<file path="config.mk">
export PLATFORM = sky130hd
export DESIGN_NAME = uart_fifo_xon_xoff_flow_unit
export DESIGN_NICKNAME = d
export VERILOG_FILES = /design/src/hdl/uflow_pkg.sv /design/src/hdl/uflow_ram.sv /design/src/hdl/uflow_ctrl.sv /design/src/hdl/uart_fifo_xon_xoff_flow_unit.sv
export SDC_FILE = /design/constraint.sdc
export NUM_CORES = 1
export LEC_CHECK = 0
export BUFFER_PORTS_ARGS = -buffer_cell sky130_fd_sc_hd__buf_4
export CORE_UTILIZATION = 29
export CTS_BUF_LIST = sky130_fd_sc_hd__clkbuf_2 sky130_fd_sc_hd__clkbuf_4 sky130_fd_sc_hd__clkbuf_8
export DETAILED_ROUTE_END_ITERATION = 16
export SETUP_SLACK_MARGIN = 0.15
export SLEW_MARGIN = 10
export SYNTH_ARGS = -nofsm -noshare
export SYNTH_HDL_FRONTEND = slang
export SYNTH_SLANG_ARGS = --single-unit
</file>
<file path="constraint.sdc">
create_clock -name i_clk -period 4.1 [get_ports i_clk]
set_input_delay 0 -clock i_clk [delete_from_list [all_inputs] [get_ports i_clk]]
set_output_delay 0 -clock i_clk [all_outputs]
set_load 0.1 [all_outputs]
</file>
<file path="src/hdl/uflow_pkg.sv">
// shared types, codes and constants of the xon/xoff flow unit
`default_nettype none

package uflow_pkg;

    localparam int DEF_RX_DEPTH = 64;
    localparam int DEF_TX_DEPTH = 64;

    localparam int THR_W   = 7;
    localparam int COUNT_W = 7;

    localparam logic [THR_W-1:0] THR_RESET = 7'd16;

    localparam logic [2:0] MODE_RX_BYTE = 3'd0;
    localparam logic [2:0] MODE_HOST_WR = 3'd1;
    localparam logic [2:0] MODE_HOST_RD = 3'd2;
    localparam logic [2:0] MODE_TX_RDY  = 3'd3;
    localparam logic [2:0] MODE_POLL    = 3'd4;

    localparam int FLG_REQ_XOFF = 0;
    localparam int FLG_XOFF_OUT = 1;
    localparam int FLG_REQ_XON  = 2;

    localparam logic [2:0] FLOW_RESET    = 3'b100;
    localparam logic [2:0] FLOW_XOFF_OUT = 3'b010;
    localparam logic [2:0] FLOW_NONE     = 3'b000;

    localparam logic [7:0] CHAR_XOFF = 8'h13;
    localparam logic [7:0] CHAR_XON  = 8'h11;

    // result of one request while the fifo read data is still in flight
    typedef struct packed {
        logic               line_valid;
        logic               line_from_mem;
        logic [7:0]         line_char;
        logic               read_valid;
        logic               write_accepted;
        logic [COUNT_W-1:0] rx_count;
        logic               rx_overflow;
    } t_pend;

endpackage

`default_nettype wire

</file>
<file path="src/hdl/uflow_ram.sv">
// byte memory with one write port and one registered read port
`default_nettype none

module uflow_ram import uflow_pkg::*; #(
    parameter int DEPTH = DEF_RX_DEPTH,
    parameter int AW    = $clog2(DEPTH)
) (
    input  wire logic          i_clk,
    input  wire logic          i_we,
    input  wire logic [AW-1:0] i_waddr,
    input  wire logic [7:0]    i_wdata,
    input  wire logic          i_re,
    input  wire logic [AW-1:0] i_raddr,
    output logic      [7:0]    o_rdata
);

    logic [7:0] r_mem [DEPTH];
    logic [7:0] r_rdata;

    always_ff @(posedge i_clk) begin
        if (i_we) begin
            r_mem[i_waddr] <= i_wdata;
        end
    end

    // read data holds until the next read
    always_ff @(posedge i_clk) begin
        if (i_re) begin
            r_rdata <= r_mem[i_raddr];
        end
    end

    assign o_rdata = r_rdata;

endmodule

`default_nettype wire

</file>
<file path="src/hdl/uflow_ctrl.sv">
// fifo pointers, fill counts, flow flags and threshold register
`default_nettype none

module uflow_ctrl import uflow_pkg::*; #(
    parameter int RX_DEPTH = DEF_RX_DEPTH,
    parameter int TX_DEPTH = DEF_TX_DEPTH,
    parameter int RX_AW    = $clog2(RX_DEPTH),
    parameter int TX_AW    = $clog2(TX_DEPTH)
) (
    input  wire logic             i_clk,
    input  wire logic             i_rst_n,
    input  wire logic             i_cfg_we,
    input  wire logic [THR_W-1:0] i_cfg_wdata,
    input  wire logic             i_acc,
    input  wire logic [2:0]       i_mode,
    output logic                  o_rx_we,
    output logic      [RX_AW-1:0] o_rx_waddr,
    output logic                  o_rx_re,
    output logic      [RX_AW-1:0] o_rx_raddr,
    output logic                  o_tx_we,
    output logic      [TX_AW-1:0] o_tx_waddr,
    output logic                  o_tx_re,
    output logic      [TX_AW-1:0] o_tx_raddr,
    output t_pend                 o_pend
);

    localparam int RX_FW = $clog2(RX_DEPTH + 1);
    localparam int TX_FW = $clog2(TX_DEPTH + 1);
    localparam int CMP_W = (RX_FW > THR_W) ? RX_FW : THR_W;

    logic [RX_AW-1:0] r_rx_head, n_rx_head, r_rx_tail, n_rx_tail;
    logic [RX_FW-1:0] r_rx_fill, n_rx_fill;
    logic [TX_AW-1:0] r_tx_head, n_tx_head, r_tx_tail, n_tx_tail;
    logic [TX_FW-1:0] r_tx_fill, n_tx_fill;
    logic [2:0]       r_flags, n_flags;
    logic             r_ovf, n_ovf;
    logic [THR_W-1:0] r_thr;

    logic rx_full, rx_empty, tx_full, tx_empty, over_thr;

    assign rx_full  = (r_rx_fill == RX_FW'(RX_DEPTH));
    assign rx_empty = (r_rx_fill == '0);
    assign tx_full  = (r_tx_fill == TX_FW'(TX_DEPTH));
    assign tx_empty = (r_tx_fill == '0);
    assign over_thr = (CMP_W'(r_rx_fill) > CMP_W'(r_thr));

    always_comb begin
        n_rx_head  = r_rx_head;
        n_rx_tail  = r_rx_tail;
        n_rx_fill  = r_rx_fill;
        n_tx_head  = r_tx_head;
        n_tx_tail  = r_tx_tail;
        n_tx_fill  = r_tx_fill;
        n_flags    = r_flags;
        n_ovf      = r_ovf;
        o_rx_we    = 1'b0;
        o_rx_re    = 1'b0;
        o_tx_we    = 1'b0;
        o_tx_re    = 1'b0;
        o_rx_waddr = r_rx_tail;
        o_rx_raddr = r_rx_head;
        o_tx_waddr = r_tx_tail;
        o_tx_raddr = r_tx_head;
        o_pend     = '0;
        if (i_acc) begin
            case (i_mode)
                MODE_RX_BYTE: begin
                    // xoff decision uses the fill before this byte lands
                    if (over_thr && !r_flags[FLG_XOFF_OUT]) begin
                        n_flags[FLG_REQ_XOFF] = 1'b1;
                    end
                    if (rx_full) begin
                        n_ovf = 1'b1;
                    end else begin
                        o_rx_we   = 1'b1;
                        n_rx_tail = (r_rx_tail == RX_AW'(RX_DEPTH - 1)) ? '0
                                                                         : r_rx_tail + 1'b1;
                        n_rx_fill = r_rx_fill + 1'b1;
                    end
                end
                MODE_HOST_WR: begin
                    if (!tx_full) begin
                        o_tx_we   = 1'b1;
                        n_tx_tail = (r_tx_tail == TX_AW'(TX_DEPTH - 1)) ? '0
                                                                         : r_tx_tail + 1'b1;
                        n_tx_fill = r_tx_fill + 1'b1;
                        o_pend.write_accepted = 1'b1;
                    end
                end
                MODE_HOST_RD: begin
                    if (r_flags[FLG_XOFF_OUT] && rx_empty) begin
                        n_flags[FLG_REQ_XON] = 1'b1;
                    end
                    if (!rx_empty) begin
                        o_rx_re   = 1'b1;
                        n_rx_head = (r_rx_head == RX_AW'(RX_DEPTH - 1)) ? '0
                                                                         : r_rx_head + 1'b1;
                        n_rx_fill = r_rx_fill - 1'b1;
                        o_pend.read_valid = 1'b1;
                    end
                end
                MODE_TX_RDY: begin
                    if (r_flags[FLG_REQ_XOFF]) begin
                        o_pend.line_valid = 1'b1;
                        o_pend.line_char  = CHAR_XOFF;
                        n_flags           = FLOW_XOFF_OUT;
                    end else if (r_flags[FLG_REQ_XON]) begin
                        o_pend.line_valid = 1'b1;
                        o_pend.line_char  = CHAR_XON;
                        n_flags           = FLOW_NONE;
                    end else if (!tx_empty) begin
                        o_tx_re   = 1'b1;
                        n_tx_head = (r_tx_head == TX_AW'(TX_DEPTH - 1)) ? '0
                                                                         : r_tx_head + 1'b1;
                        n_tx_fill = r_tx_fill - 1'b1;
                        o_pend.line_valid    = 1'b1;
                        o_pend.line_from_mem = 1'b1;
                    end
                end
                MODE_POLL: begin
                    if (r_flags[FLG_XOFF_OUT] && rx_empty) begin
                        n_flags[FLG_REQ_XON] = 1'b1;
                    end
                end
                default: begin
                end
            endcase
        end
        o_pend.rx_count    = COUNT_W'(n_rx_fill);
        o_pend.rx_overflow = n_ovf;
    end

    always_ff @(posedge i_clk) begin
        if (!i_rst_n) begin
            r_rx_head <= '0;
            r_rx_tail <= '0;
            r_rx_fill <= '0;
            r_tx_head <= '0;
            r_tx_tail <= '0;
            r_tx_fill <= '0;
            r_flags   <= FLOW_RESET;
            r_ovf     <= 1'b0;
            r_thr     <= THR_RESET;
        end else begin
            r_rx_head <= n_rx_head;
            r_rx_tail <= n_rx_tail;
            r_rx_fill <= n_rx_fill;
            r_tx_head <= n_tx_head;
            r_tx_tail <= n_tx_tail;
            r_tx_fill <= n_tx_fill;
            r_flags   <= n_flags;
            r_ovf     <= n_ovf;
            if (i_cfg_we) begin
                r_thr <= i_cfg_wdata;
            end
        end
    end

endmodule

`default_nettype wire

</file>
<file path="src/hdl/uart_fifo_xon_xoff_flow_unit.sv">
// top level of the uart buffering unit with xon/xoff receive flow control
// Each request on the slave stream (tuser = mode, tdata = data byte) yields exactly one result
// on the master stream. Requests are taken one per cycle while the master side keeps up. The
// request's cycle updates pointers, fill counts and flow flags, issues the fifo memory access
// and loads the pending stage; the pending stage then brings the registered memory read data
// into the output register. Both fifos live in single-port-per-direction memories with a
// registered read port, hence the pending stage. A stalled master side backs up through a pending
// stage and then drops o_s_tready. The receive and transmit stores hold no reset contents;
// only their pointers and counts are cleared, so no clearing pass runs after reset. Flow
// flags come out of reset with an xon request pending, so the first transmitter-ready request
// sends xon. The threshold register may only be written while no request is in flight.
`default_nettype none

module uart_fifo_xon_xoff_flow_unit import uflow_pkg::*; #(
    parameter int RX_DEPTH = DEF_RX_DEPTH,
    parameter int TX_DEPTH = DEF_TX_DEPTH
) (
    input  wire logic             i_clk,
    input  wire logic             i_rst_n,
    // slave stream: requests
    input  wire logic             i_s_tvalid,
    output logic                  o_s_tready,
    input  wire logic [7:0]       i_s_tdata,  // [7:0] data_byte
    input  wire logic [2:0]       i_s_tuser,  // [2:0] mode
    // master stream: results
    output logic                  o_m_tvalid,
    input  wire logic             i_m_tready,
    // [0] line_valid, [8:1] line_byte, [9] read_valid, [17:10] read_byte,
    // [18] write_accepted, [25:19] rx_count, [26] rx_overflow, [31:27] zero
    output logic      [31:0]      o_m_tdata,
    // threshold register write
    input  wire logic             i_cfg_we,
    input  wire logic [THR_W-1:0] i_cfg_wdata
);

    localparam int RX_AW = $clog2(RX_DEPTH);
    localparam int TX_AW = $clog2(TX_DEPTH);

    logic             acc;
    logic             p_move;
    logic             rx_we, rx_re, tx_we, tx_re;
    logic [RX_AW-1:0] rx_waddr, rx_raddr;
    logic [TX_AW-1:0] tx_waddr, tx_raddr;
    logic [7:0]       rx_rdata, tx_rdata;
    t_pend            pend;

    // pending stage: result waiting for memory read data
    logic             r_p_valid;
    t_pend            r_p;
    // output register
    logic             r_out_valid;
    logic [31:0]      r_out_data;
    logic [31:0]      n_out_data;

    assign p_move     = r_p_valid && (!r_out_valid || i_m_tready);
    assign o_s_tready = !r_p_valid || p_move;
    assign acc        = i_s_tvalid && o_s_tready;

    uflow_ctrl #(
        .RX_DEPTH (RX_DEPTH),
        .TX_DEPTH (TX_DEPTH)
    ) u_ctrl (
        .i_clk       (i_clk),
        .i_rst_n     (i_rst_n),
        .i_cfg_we    (i_cfg_we),
        .i_cfg_wdata (i_cfg_wdata),
        .i_acc       (acc),
        .i_mode      (i_s_tuser),
        .o_rx_we     (rx_we),
        .o_rx_waddr  (rx_waddr),
        .o_rx_re     (rx_re),
        .o_rx_raddr  (rx_raddr),
        .o_tx_we     (tx_we),
        .o_tx_waddr  (tx_waddr),
        .o_tx_re     (tx_re),
        .o_tx_raddr  (tx_raddr),
        .o_pend      (pend)
    );

    // a pop never targets the entry pushed in the same cycle (fill was nonzero before),
    // and a push lands before any later pop reads it, so no forwarding is needed
    uflow_ram #(.DEPTH(RX_DEPTH)) u_rx_ram (
        .i_clk   (i_clk),
        .i_we    (rx_we),
        .i_waddr (rx_waddr),
        .i_wdata (i_s_tdata),
        .i_re    (rx_re),
        .i_raddr (rx_raddr),
        .o_rdata (rx_rdata)
    );

    uflow_ram #(.DEPTH(TX_DEPTH)) u_tx_ram (
        .i_clk   (i_clk),
        .i_we    (tx_we),
        .i_waddr (tx_waddr),
        .i_wdata (i_s_tdata),
        .i_re    (tx_re),
        .i_raddr (tx_raddr),
        .o_rdata (tx_rdata)
    );

    // read data register holds while the pending stage is stalled, since no new request
    // is taken then
    always_comb begin
        n_out_data        = '0;
        n_out_data[0]     = r_p.line_valid;
        n_out_data[8:1]   = r_p.line_from_mem ? tx_rdata : r_p.line_char;
        n_out_data[9]     = r_p.read_valid;
        n_out_data[17:10] = r_p.read_valid ? rx_rdata : 8'h00;
        n_out_data[18]    = r_p.write_accepted;
        n_out_data[25:19] = r_p.rx_count;
        n_out_data[26]    = r_p.rx_overflow;
    end

    always_ff @(posedge i_clk) begin
        if (!i_rst_n) begin
            r_p_valid   <= 1'b0;
            r_out_valid <= 1'b0;
        end else begin
            if (acc) begin
                r_p_valid <= 1'b1;
            end else if (p_move) begin
                r_p_valid <= 1'b0;
            end
            if (p_move) begin
                r_out_valid <= 1'b1;
            end else if (i_m_tready) begin
                r_out_valid <= 1'b0;
            end
        end
    end

    always_ff @(posedge i_clk) begin
        if (acc) begin
            r_p <= pend;
        end
        if (p_move) begin
            r_out_data <= n_out_data;
        end
    end

    assign o_m_tvalid = r_out_valid;
    assign o_m_tdata  = r_out_data;

endmodule

`default_nettype wire

</file>
## After elaboration in Yosys (flattened, before gate mapping)

Memory sizes are Yosys's and may differ from the RTL's. A register that Yosys moved wholly into a read port is not among the register bits.
Index checks and enable logic that the tools add are counted.

- Bits of input ports: 23
- Latch bits: 0
- Memories kept: 2
- Word-level logic and storage cells: 136
- Flip-flop bits (word level): 98
- Output and inout port bits: 34
- Memory bits (writable): 1024
- Memory bits (read-only): 0

Memories:

| memory | words | bits a word | read ports | clocked after memory_dff | write ports | line | RTL |
|---|---|---|---|---|---|---|---|
| u_rx_ram.r_mem | 64 | 8 | 1 | 1 | 1 | uflow_ram.sv:17 | `logic [7:0] r_mem [DEPTH];` |
| u_tx_ram.r_mem | 64 | 8 | 1 | 1 | 1 | uflow_ram.sv:17 |  |

- Reduce and logical (&&, ||, !) cells: 29
- Magnitude comparators: 1
- Add/subtract/negate cells: 8
- Div/mod/pow operators: 0
- $mul: 0
- Multiplexer cells: 50
- Eq/ne operators: 16
- Bitwise logic cells: 7
- Shifts and indexed selects: 0

Operators with widths:

| operator | number |
|---|---|
| 2-to-1 mux 7 bit | 7 |
| 2-to-1 mux 1 bit | 29 |
| one-hot mux 7 bit (2 select lines) | 2 |
| adder 6 x 1 -> 6 bit, second input constant | 4 |
| equality test 6 bit, second input constant | 4 |
| 2-to-1 mux 6 bit | 4 |
| AND reduction 3 bit | 6 |
| adder 7 x 1 -> 7 bit, second input constant | 2 |
| equality test 7 bit, second input constant | 2 |
| logical NOT 7 bit | 2 |
| subtractor 7 x 1 -> 7 bit, second input constant | 2 |
| nonzero test 2 bit | 6 |
| 2-to-1 mux 5 bit | 2 |
| 2-to-1 mux 8 bit | 1 |
| != test 2 bit, second input constant | 4 |
| greater-than comparator 7 bit | 1 |
| inverter 1 bit | 7 |
| equality test 3 x 2 -> 1 bit, second input constant | 2 |
| AND reduction 6 bit | 1 |
| AND reduction 5 bit | 1 |
| logical AND 1 bit | 4 |
| 2-to-1 mux 2 bit | 2 |
| != test 2 x 1 -> 1 bit, second input constant | 2 |
| one-hot mux 1 bit (2 select lines) | 2 |
| 8 further kinds | 12 |

## Longest topological paths before layout

Gate-level depths: netlist of run 1.

- Depth after elaboration: 8
- Depth in mapped cells: 10
- Gate-level depth less buffers: 8

## By module

A second synthesis of run 1 with hierarchy kept.

- Cells, all modules: 2338
- Area, all modules: 45353.5 µm²

By module, submodules not included:

| module | cells an instance | area an instance (µm²) | sequential area each (µm²) | instances |
|---|---|---|---|---|
| uflow_ram | 940 | 20246.9 | 15615.0 | 2 |
| uflow_ctrl | 379 | 3141.8 | 980.9 | 1 |
| uart_fifo_xon_xoff_flow_unit | 79 | 1717.9 | 1451.4 | 1 |

## Worst setup path after synthesis of run 1

No wires, ideal clock.

- Kind: reg2reg
- From: register r_out_valid (netlist: o_m_tvalid)
- To: memory u_rx_ram.r_mem[48][0] (enable)
- Cell stages (with the launch flop): 8
- Slack: 0.477 ns
- Data arrival time: 3.252 ns
- Library setup time: 0.370 ns
- Clock period less this slack: 3.623 ns
- Cells stage by stage: dfxtp_1 nand3b_1 nand2_1 or2_2 buf_2 nor2_1 nand3_1 nor2_1

- Longest elaborated chain between the ends: 8

RTL lines:

| element | line | RTL |
|---|---|---|
| start: declaration | uart_fifo_xon_xoff_flow_unit.sv:51 | `logic r_out_valid;` |
| start signal: assignment | uart_fifo_xon_xoff_flow_unit.sv:118 | `r_out_valid <= 1'b0;` |
| start signal: assignment | uart_fifo_xon_xoff_flow_unit.sv:126 | `r_out_valid <= 1'b1;` |
| start signal: assignment | uart_fifo_xon_xoff_flow_unit.sv:128 | `r_out_valid <= 1'b0;` |
| logical NOT 1 bit | uart_fifo_xon_xoff_flow_unit.sv:55 | `assign p_move = r_p_valid && (!r_out_valid \|\| i_m_tready);` |
| logical OR 1 bit | uart_fifo_xon_xoff_flow_unit.sv:55 |  |
| logical AND 1 bit | uart_fifo_xon_xoff_flow_unit.sv:55 |  |
| logical OR 1 bit | uart_fifo_xon_xoff_flow_unit.sv:56 | `assign o_s_tready = !r_p_valid \|\| p_move;` |
| net o_s_tready | uart_fifo_xon_xoff_flow_unit.sv:22 | `output logic o_s_tready,` |
| logical AND 1 bit | uart_fifo_xon_xoff_flow_unit.sv:57 | `assign acc = i_s_tvalid && o_s_tready;` |
| 2-to-1 mux 1 bit | uflow_ctrl.sv:65 | `if (i_acc) begin` |
| 2-to-1 mux 1 bit | uflow_ram.sv:21 | `if (i_we) begin` |
| 2-to-1 mux 1 bit (implied by the code) | uflow_ram.sv:22 | `r_mem[i_waddr] <= i_wdata;` |
| end: declaration | uflow_ram.sv:17 |  |

The timed path passes the listed nets, and every way through them passes these cells.

## Worst setup path in the final report of run 1

- From: register r_out_valid (netlist: o_m_tvalid)
- To: memory u_tx_ram.r_mem[33][7] (enable)

- Longest elaborated chain between the ends: 8

RTL lines:

| element | line |
|---|---|
| logical NOT 1 bit | uart_fifo_xon_xoff_flow_unit.sv:55 |
| logical OR 1 bit | uart_fifo_xon_xoff_flow_unit.sv:55 |
| logical AND 1 bit | uart_fifo_xon_xoff_flow_unit.sv:55 |
| logical OR 1 bit | uart_fifo_xon_xoff_flow_unit.sv:56 |
| logical AND 1 bit | uart_fifo_xon_xoff_flow_unit.sv:57 |
| 2-to-1 mux 1 bit | uflow_ctrl.sv:65 |
| 2-to-1 mux 1 bit | uflow_ram.sv:21 |
| 2-to-1 mux 1 bit (implied by the code) | uflow_ram.sv:22 |
| end: declaration | uflow_ram.sv:17 |

Every way passes these cells.

==> results of run 1 <==
final cells by class:
cell class                 count  area share [%]
clock inverter                60           0.554
inverter                      24           0.176
clock buffer                 236            5.65
timing repair buffer         173            3.00
sequential                  1132            65.4
tap                         2030            4.96
antenna                        4          0.0195
multi-input combinational   1029            20.3
cells in the final DEF (no fill, tap or decap), types with 20 or more instances in the layout:
cell,instances
mux2i_1,85
clkinv_1,37
a211oi_1,20
clkbuf_4,56
nand3_1,23
inv_1,22
a22oi_1,29
o21ai_0,21
dlygate4sd3_1,40
nand2_1,78
nor2b_1,26
o22ai_1,20
a21oi_1,53
buf_4,122
clkbuf_8,180
mux4_2,221
dfxtp_1,45
nor2_1,188
nor3_1,20
edfxtp_1,1081
o221ai_1,22
and2_1,24
power breakdown:
| part | internal (W) | switching [W] | total [W] |
|---|---|---|---|
| combinational | 0.000116 | 0.000426 | 0.000542 |
| sequential | 0.0127 | 0.0000287 | 0.0127 |
| clock | 0.00455 | 0.00429 | 0.00883 |
through the flow:
step                area [um2]  hold WS [ns]  setup WS [ns]  util (%)  instances
floorplan                44700        0.0989          0.477         -       2314
global placement         47700         0.288           1.03      31.3       4348
detailed placement       47700         0.292          0.977      31.3       4348
CTS                      51200        0.0238          0.952      33.6       4684
global route             51200         0.116          0.623      33.6       4687
finish                   51200         0.110          0.899      33.6       4688
worst max-delay path, stage by stage (launching register included):
cell and delay (ns):
dfxtp_1 0.36, nand3b_1 0.26, nand3_2 0.18, nor4_1 0.46, nand3b_1 0.70, nor2_1 0.83
sequential cells by signal (all words and copies together) (netlist names), 6 cells and up:
register / count
u_rx_ram.r_mem: 512
u_tx_ram.r_mem: 512
o_m_tdata: 27
n_out_data: 11
u_rx_ram.o_rdata: 8
u_tx_ram.o_rdata: 8
u_ctrl.r_rx_fill: 7
u_ctrl.r_thr: 7
u_ctrl.r_tx_fill: 7
u_ctrl.o_rx_raddr: 6
u_ctrl.o_rx_waddr: 6
u_ctrl.o_tx_raddr: 6
u_ctrl.o_tx_waddr: 6
kinds of logic (layout without fill, tap and decap cells):
family          after synthesis  after routing
xor+xnor                     25             25
flops                      1132           1132
buf+inv                     153            493
compound gates              216            216
fa+ha+maj                    14             14
simple gates                431            431
mux                         338            338
other cells                   1              9
routing by layer:
metal	wire [um]	global-route usage, %	part of all wire (%)	up-vias
met1	48300	19.8	43	12000
met3	9890	3.70	8.9	179
li1	-	-	-	9828
met4	2400	4.38	2.2	8
met5	152	0.554	0.14	-
met2	51000	21.4	46	999
timing repair:
item	CTS	global route
hold buffers	40	0
setup endpoints to repair	0	0
hold endpoints to repair	852	0
worst min path at each step:
stage                   startpoint                               to  slack [ns]  cells past startpoint
floorplan             i_s_tdata[0]   u_rx_ram.r_mem[0][0]$_DFFE_PP_         0.1                      0
global placement    i_cfg_wdata[2]     u_ctrl.r_thr[2]$_SDFFE_PN0P_        0.29                      3
detailed placement      i_s_tvalid           r_p_valid$_SDFFE_PN0P_        0.29                      3
CTS                       i_cfg_we     u_ctrl.r_thr[4]$_SDFFE_PN1P_        0.02                      3
global route          i_s_tdata[3]  u_rx_ram.r_mem[33][3]$_DFFE_PP_        0.12                      2
finish                i_s_tdata[3]  u_rx_ram.r_mem[24][3]$_DFFE_PP_        0.11                      2
==> flow_metrics.tcl, run 1 <==
set metrics [dict create \
    tightestPinTransition_ns 1.15 \
    first_pass_iters 5 \
    synth_xor_area_share_pct 0.490 \
    syn_area_per_cell_um2 19.3 \
    synth_mux_area_share_pct 14.3 \
    regToRegSetupSlack_ns 0.90 \
    rsz0062_at_grt "false" \
    power_density_nw_per_um2 431 \
    dieArea_um2 156000 \
    async_reset_ff_share_pct 0 \
    synth_compound_area_share_pct 3.38 \
    rr_endpoint "u_tx_ram.r_mem[33][7]$_DFFE_PP_" \
    hold_path.class "in2reg" \
    p_total_w 0.0221 \
    clock-root-buffer "clkbuf_8" \
    finalCriticalPeriod_ns 3.20 \
    wire_per_inst_um 23.8 \
    multi_input_area_um2 10400 \
    drt_wl_total_um 112000 \
    critPathRequiredTime_ns 4.55 \
    io_buffers 51 \
    place_hpwl_um 68300 \
    final_layout_size_suffix_gt1_share_pct 24.9 \
    crit_fanout 8 \
    vias 23000 \
    netlist_area_um2 44700 \
    synthTopCellsByCount "1081 x edfxtp_1, 221 x mux4_2, 188 x nor2_1" \
    fillers 14500 \
    r2r-start "o_m_tvalid$_SDFFE_PN0P_" \
    grt_start_max_net_pins 129 \
    grt_pass1_vias 23100 \
    setup_viol 0 \
    synthDistinctLibCells 74 \
    ir_drop_uv 263 \
    gp_congestion 0.844 \
    hold_violations 0 \
    grt_overflow 0 \
    yosysTopAreaCellShare_pct 72.7 \
    fin_setup_tns_ns 0 \
    num_rows 143 \
    vias_per_cell 4.90 \
    die_h_um 394 \
    post-route-period-util_pct 78.1 \
    crit_start "o_m_tvalid$_SDFFE_PN0P_" \
    area_growth_pct 14.7 \
    cts.path.max_buffers 3 \
    initialDrtViolationCount 2130 \
    synth_fa_ha_area_share_pct 0.392 \
    crit_path_end "u_tx_ram.r_mem[33][7]$_DFFE_PP_" \
    synth_area_leader_cell "edfxtp_1" \
    grt_pass1_wl_um 162000 \
    synth.area.top_cells "edfxtp_1 73%, mux4_2 11%, dfxtp_1 2.3%" \
    arrival_ns 3.65 \
    ys_warn_count 0 \
    clock_skew_ns 0.0316 \
    synth_enable_flop_cells 1081 \
    layout.nets 2567 \
    clock.fmax_mhz 312 \
    slew_headroom_pct 23.3 \
    seqCellArea_um2 33500 \
    initial_core_util_pct 29.3 \
    die_w_um 394 \
    cp-start-kind "flop" \
    cts_tree "done" \
    drv_cap 0 \
    seq_area_frac_synth_pct 75.0 \
    cts_inserted_buffers 170 \
    ios 57 \
    post_cts_resized 0 \
    synth_top_family_by_area "multiplexers" \
    ys_seq_elements 1132 \
    cp-end-kind "flop" \
    clock_sinks 1132 \
    fp.coreArea_um2 152000 \
    grt_use_total_pct 14.1 \
    drc 0 \
    antenna_found_initial 8 \
    clock_latency_ns 0.84 \
    synth-simple-area-share_pct 4.62 \
    ant_nets 0 \
    status "finished clean" \
    r2r.worst_path.cells 5 \
    synth_most_common_cell "edfxtp_1" \
    htree_levels 4 \
    post_cts_buffers 0 \
    ys.flop_type "edfxtp_1" \
    crit_type "reg2reg" \
    p_leak_nw 15.5 \
    synthCells 2310 \
    drv_slew 0 \
    cts.clk_slew.worst_paths_ns 0.06 \
]
Note: power is estimated with default switching activity, not from simulation.
==> inputs of run 2 (changes only) <==
- clock period: 4.1 -> 2.7 ns (I/O delays scaled with it)
==> run 2 against run 1 <==
  * Via count rose by 1.4%
  * Register-to-register slack got worse by 0.69 ns
  * Clock skew up 0.021 ns
  * Critical path depth rose by 2
  * Highest routed layer is now met4
  * Global-route usage shrank 0.30 points
==> flow_metrics.tcl, run 2 (synthesis gave the netlist of run 1 again) <==
set metrics [dict create \
    setup_viol 0 \
    power_density_nw_per_um2 644 \
    final_common_cell "edfxtp_1" \
    dieArea_um2 156000 \
    clock-root-buffer "clkbuf_8" \
    cts.path.max_buffers 3 \
    ir_drop_uv 442 \
    htree_levels 4 \
    cp-end-kind "flop" \
    antenna_found_initial 3 \
    stdcell_count 4840 \
    ios 57 \
    first_pass_iters 6 \
    critPathRequiredTime_ns 3.16 \
    clock_latency_ns 0.87 \
    fin_hold_ws_ns 0.118 \
    vias 23300 \
    drv_slew 0 \
    fin_util_pct 35.1 \
    clock.fmax_mhz 402 \
    cts.clk_slew.worst_paths_ns 0.07 \
    clock_sinks 1132 \
    grt_use_total_pct 13.8 \
    fp.coreArea_um2 152000 \
    dp.cells 4444 \
    die_w_um 394 \
    layout_common_cells "1081 x edfxtp_1, 221 x mux4_2, 219 x buf_4" \
    cts_inserted_buffers 176 \
    drv_cap 0 \
    hold_violations 0 \
    multi_input_area_um2 11100 \
    p_total_w 0.0345 \
    grt_overflow 0 \
    place_hpwl_um 69200 \
    initialDrtViolationCount 2002 \
    cp-start-kind "flop" \
    crit_type "reg2reg" \
    rsz0062_at_grt "true" \
    post-route-period-util_pct 92.1 \
    initial_core_util_pct 29.3 \
    slew_headroom_pct 20.5 \
    status "finished clean" \
    grt_start_max_net_pins 65 \
    fillers 14300 \
    drt_wl_total_um 108000 \
    drc 0 \
    die_h_um 394 \
    seqCellArea_um2 33500 \
    area_growth_pct 20.0 \
    clock_skew_ns 0.0526 \
    layout.nets 2706 \
    grt_pass1_vias 23700 \
    gp_congestion 0.844 \
    vias_per_cell 4.81 \
    crit_fanout 8 \
    p_leak_nw 16.4 \
    grt_pass1_wl_um 160000 \
    finalCriticalPeriod_ns 2.49 \
    arrival_ns 2.95 \
    cts_tree "done" \
    ant_nets 0 \
    tightestPinTransition_ns 1.19 \
    num_rows 143 \
    final_layout_size_suffix_gt1_share_pct 32.8 \
    hold_path.class "in2reg" \
    io_buffers 51 \
    wire_per_inst_um 22.4 \
]
## run 2: changes by cell type in the layout (fill, tap and decap cells not counted), moves of 4 or more
cell           before  now
buf_12             11   34
buf_4             122  219
bufinv_16           0    6
clkbuf_8          180  184
clkinv_1           37   48
clkinvlp_4          7    3
dlygate4sd3_1      40   49
nand2_1            78   74
nor2_1            188   72
nor2_2              1   57
nor2_4              0   60
## run 2: layout make-up
type                            count  share of cell area [%]
Inverter                           24                   0.168
Clock buffer                      239                    5.50
Tap cell                         2030                    4.74
Multi-Input combinational cell   1029                    20.6
Clock inverter                     79                   0.999
Timing Repair Buffer              306                    5.42
Antenna cell                        1                 0.00467
Sequential cell                  1132                    62.5
## run 2: through the flow
step	cell area, um2	setup TNS [ns]	setup slack, ns
final	53600	0	0.213
after global routing	53600	0	0.0533
after CTS	53300	0	0.0744
after detailed placement	49000	-0.171	-0.0186
after global placement	49000	0	0.00179
after floorplan	45100	-348.75	-0.424
## run 2: what timing repair did
action | 4_1_cts | 5_1_grt
setup endpoints to repair | 387 | 441
cloned | 0 | 1
resized for setup | 44 | 42
endpoints found under the hold margin | 1138 | 0
buffers inserted | 15 | 12
pin swaps | 4 | 8
hold buffers | 49 | 0
## run 2: per-layer routing
layer / GRT usage [%] / up-vias / part of all wire (%)
li1: - / 10200 / -
met1: 19.0 / 12200 / 44
met2: 21.7 / 791 / 47
met3: 2.82 / 153 / 6.0
met4: 5.14 / 0 / 2.5
met5: 0 / - / 0
## run 2: report_power, final
part           switching [W]  total [W]  internal (W)
combinational       0.000639   0.000869      0.000230
sequential         0.0000314     0.0193        0.0193
clock                0.00669     0.0144       0.00767
## run 2: final timing paths
path                                                from                              end  slack [ns]  cells past startpoint
worst min register to register  n_out_data[24]$_DFFE_PN_          o_m_tdata[24]$_DFFE_PP_        0.42                      0
worst max register to register   o_m_tvalid$_SDFFE_PN0P_  u_tx_ram.r_mem[38][6]$_DFFE_PP_        0.21                      7
worst min-delay path                        i_s_tdata[4]  u_tx_ram.r_mem[48][4]$_DFFE_PP_        0.12                      2
worst max-delay path             o_m_tvalid$_SDFFE_PN0P_  u_tx_ram.r_mem[38][6]$_DFFE_PP_        0.21                      7
## run 2: worst max-delay path, cell delays in order (launching register included)
cell and delay, ns:
dfxtp_4 0.34, nand3b_1 0.15, nand3_2 0.12, buf_12 0.15
nor4b_4 0.33, nand3b_1 0.18, buf_4 0.20, nor2_1 0.64
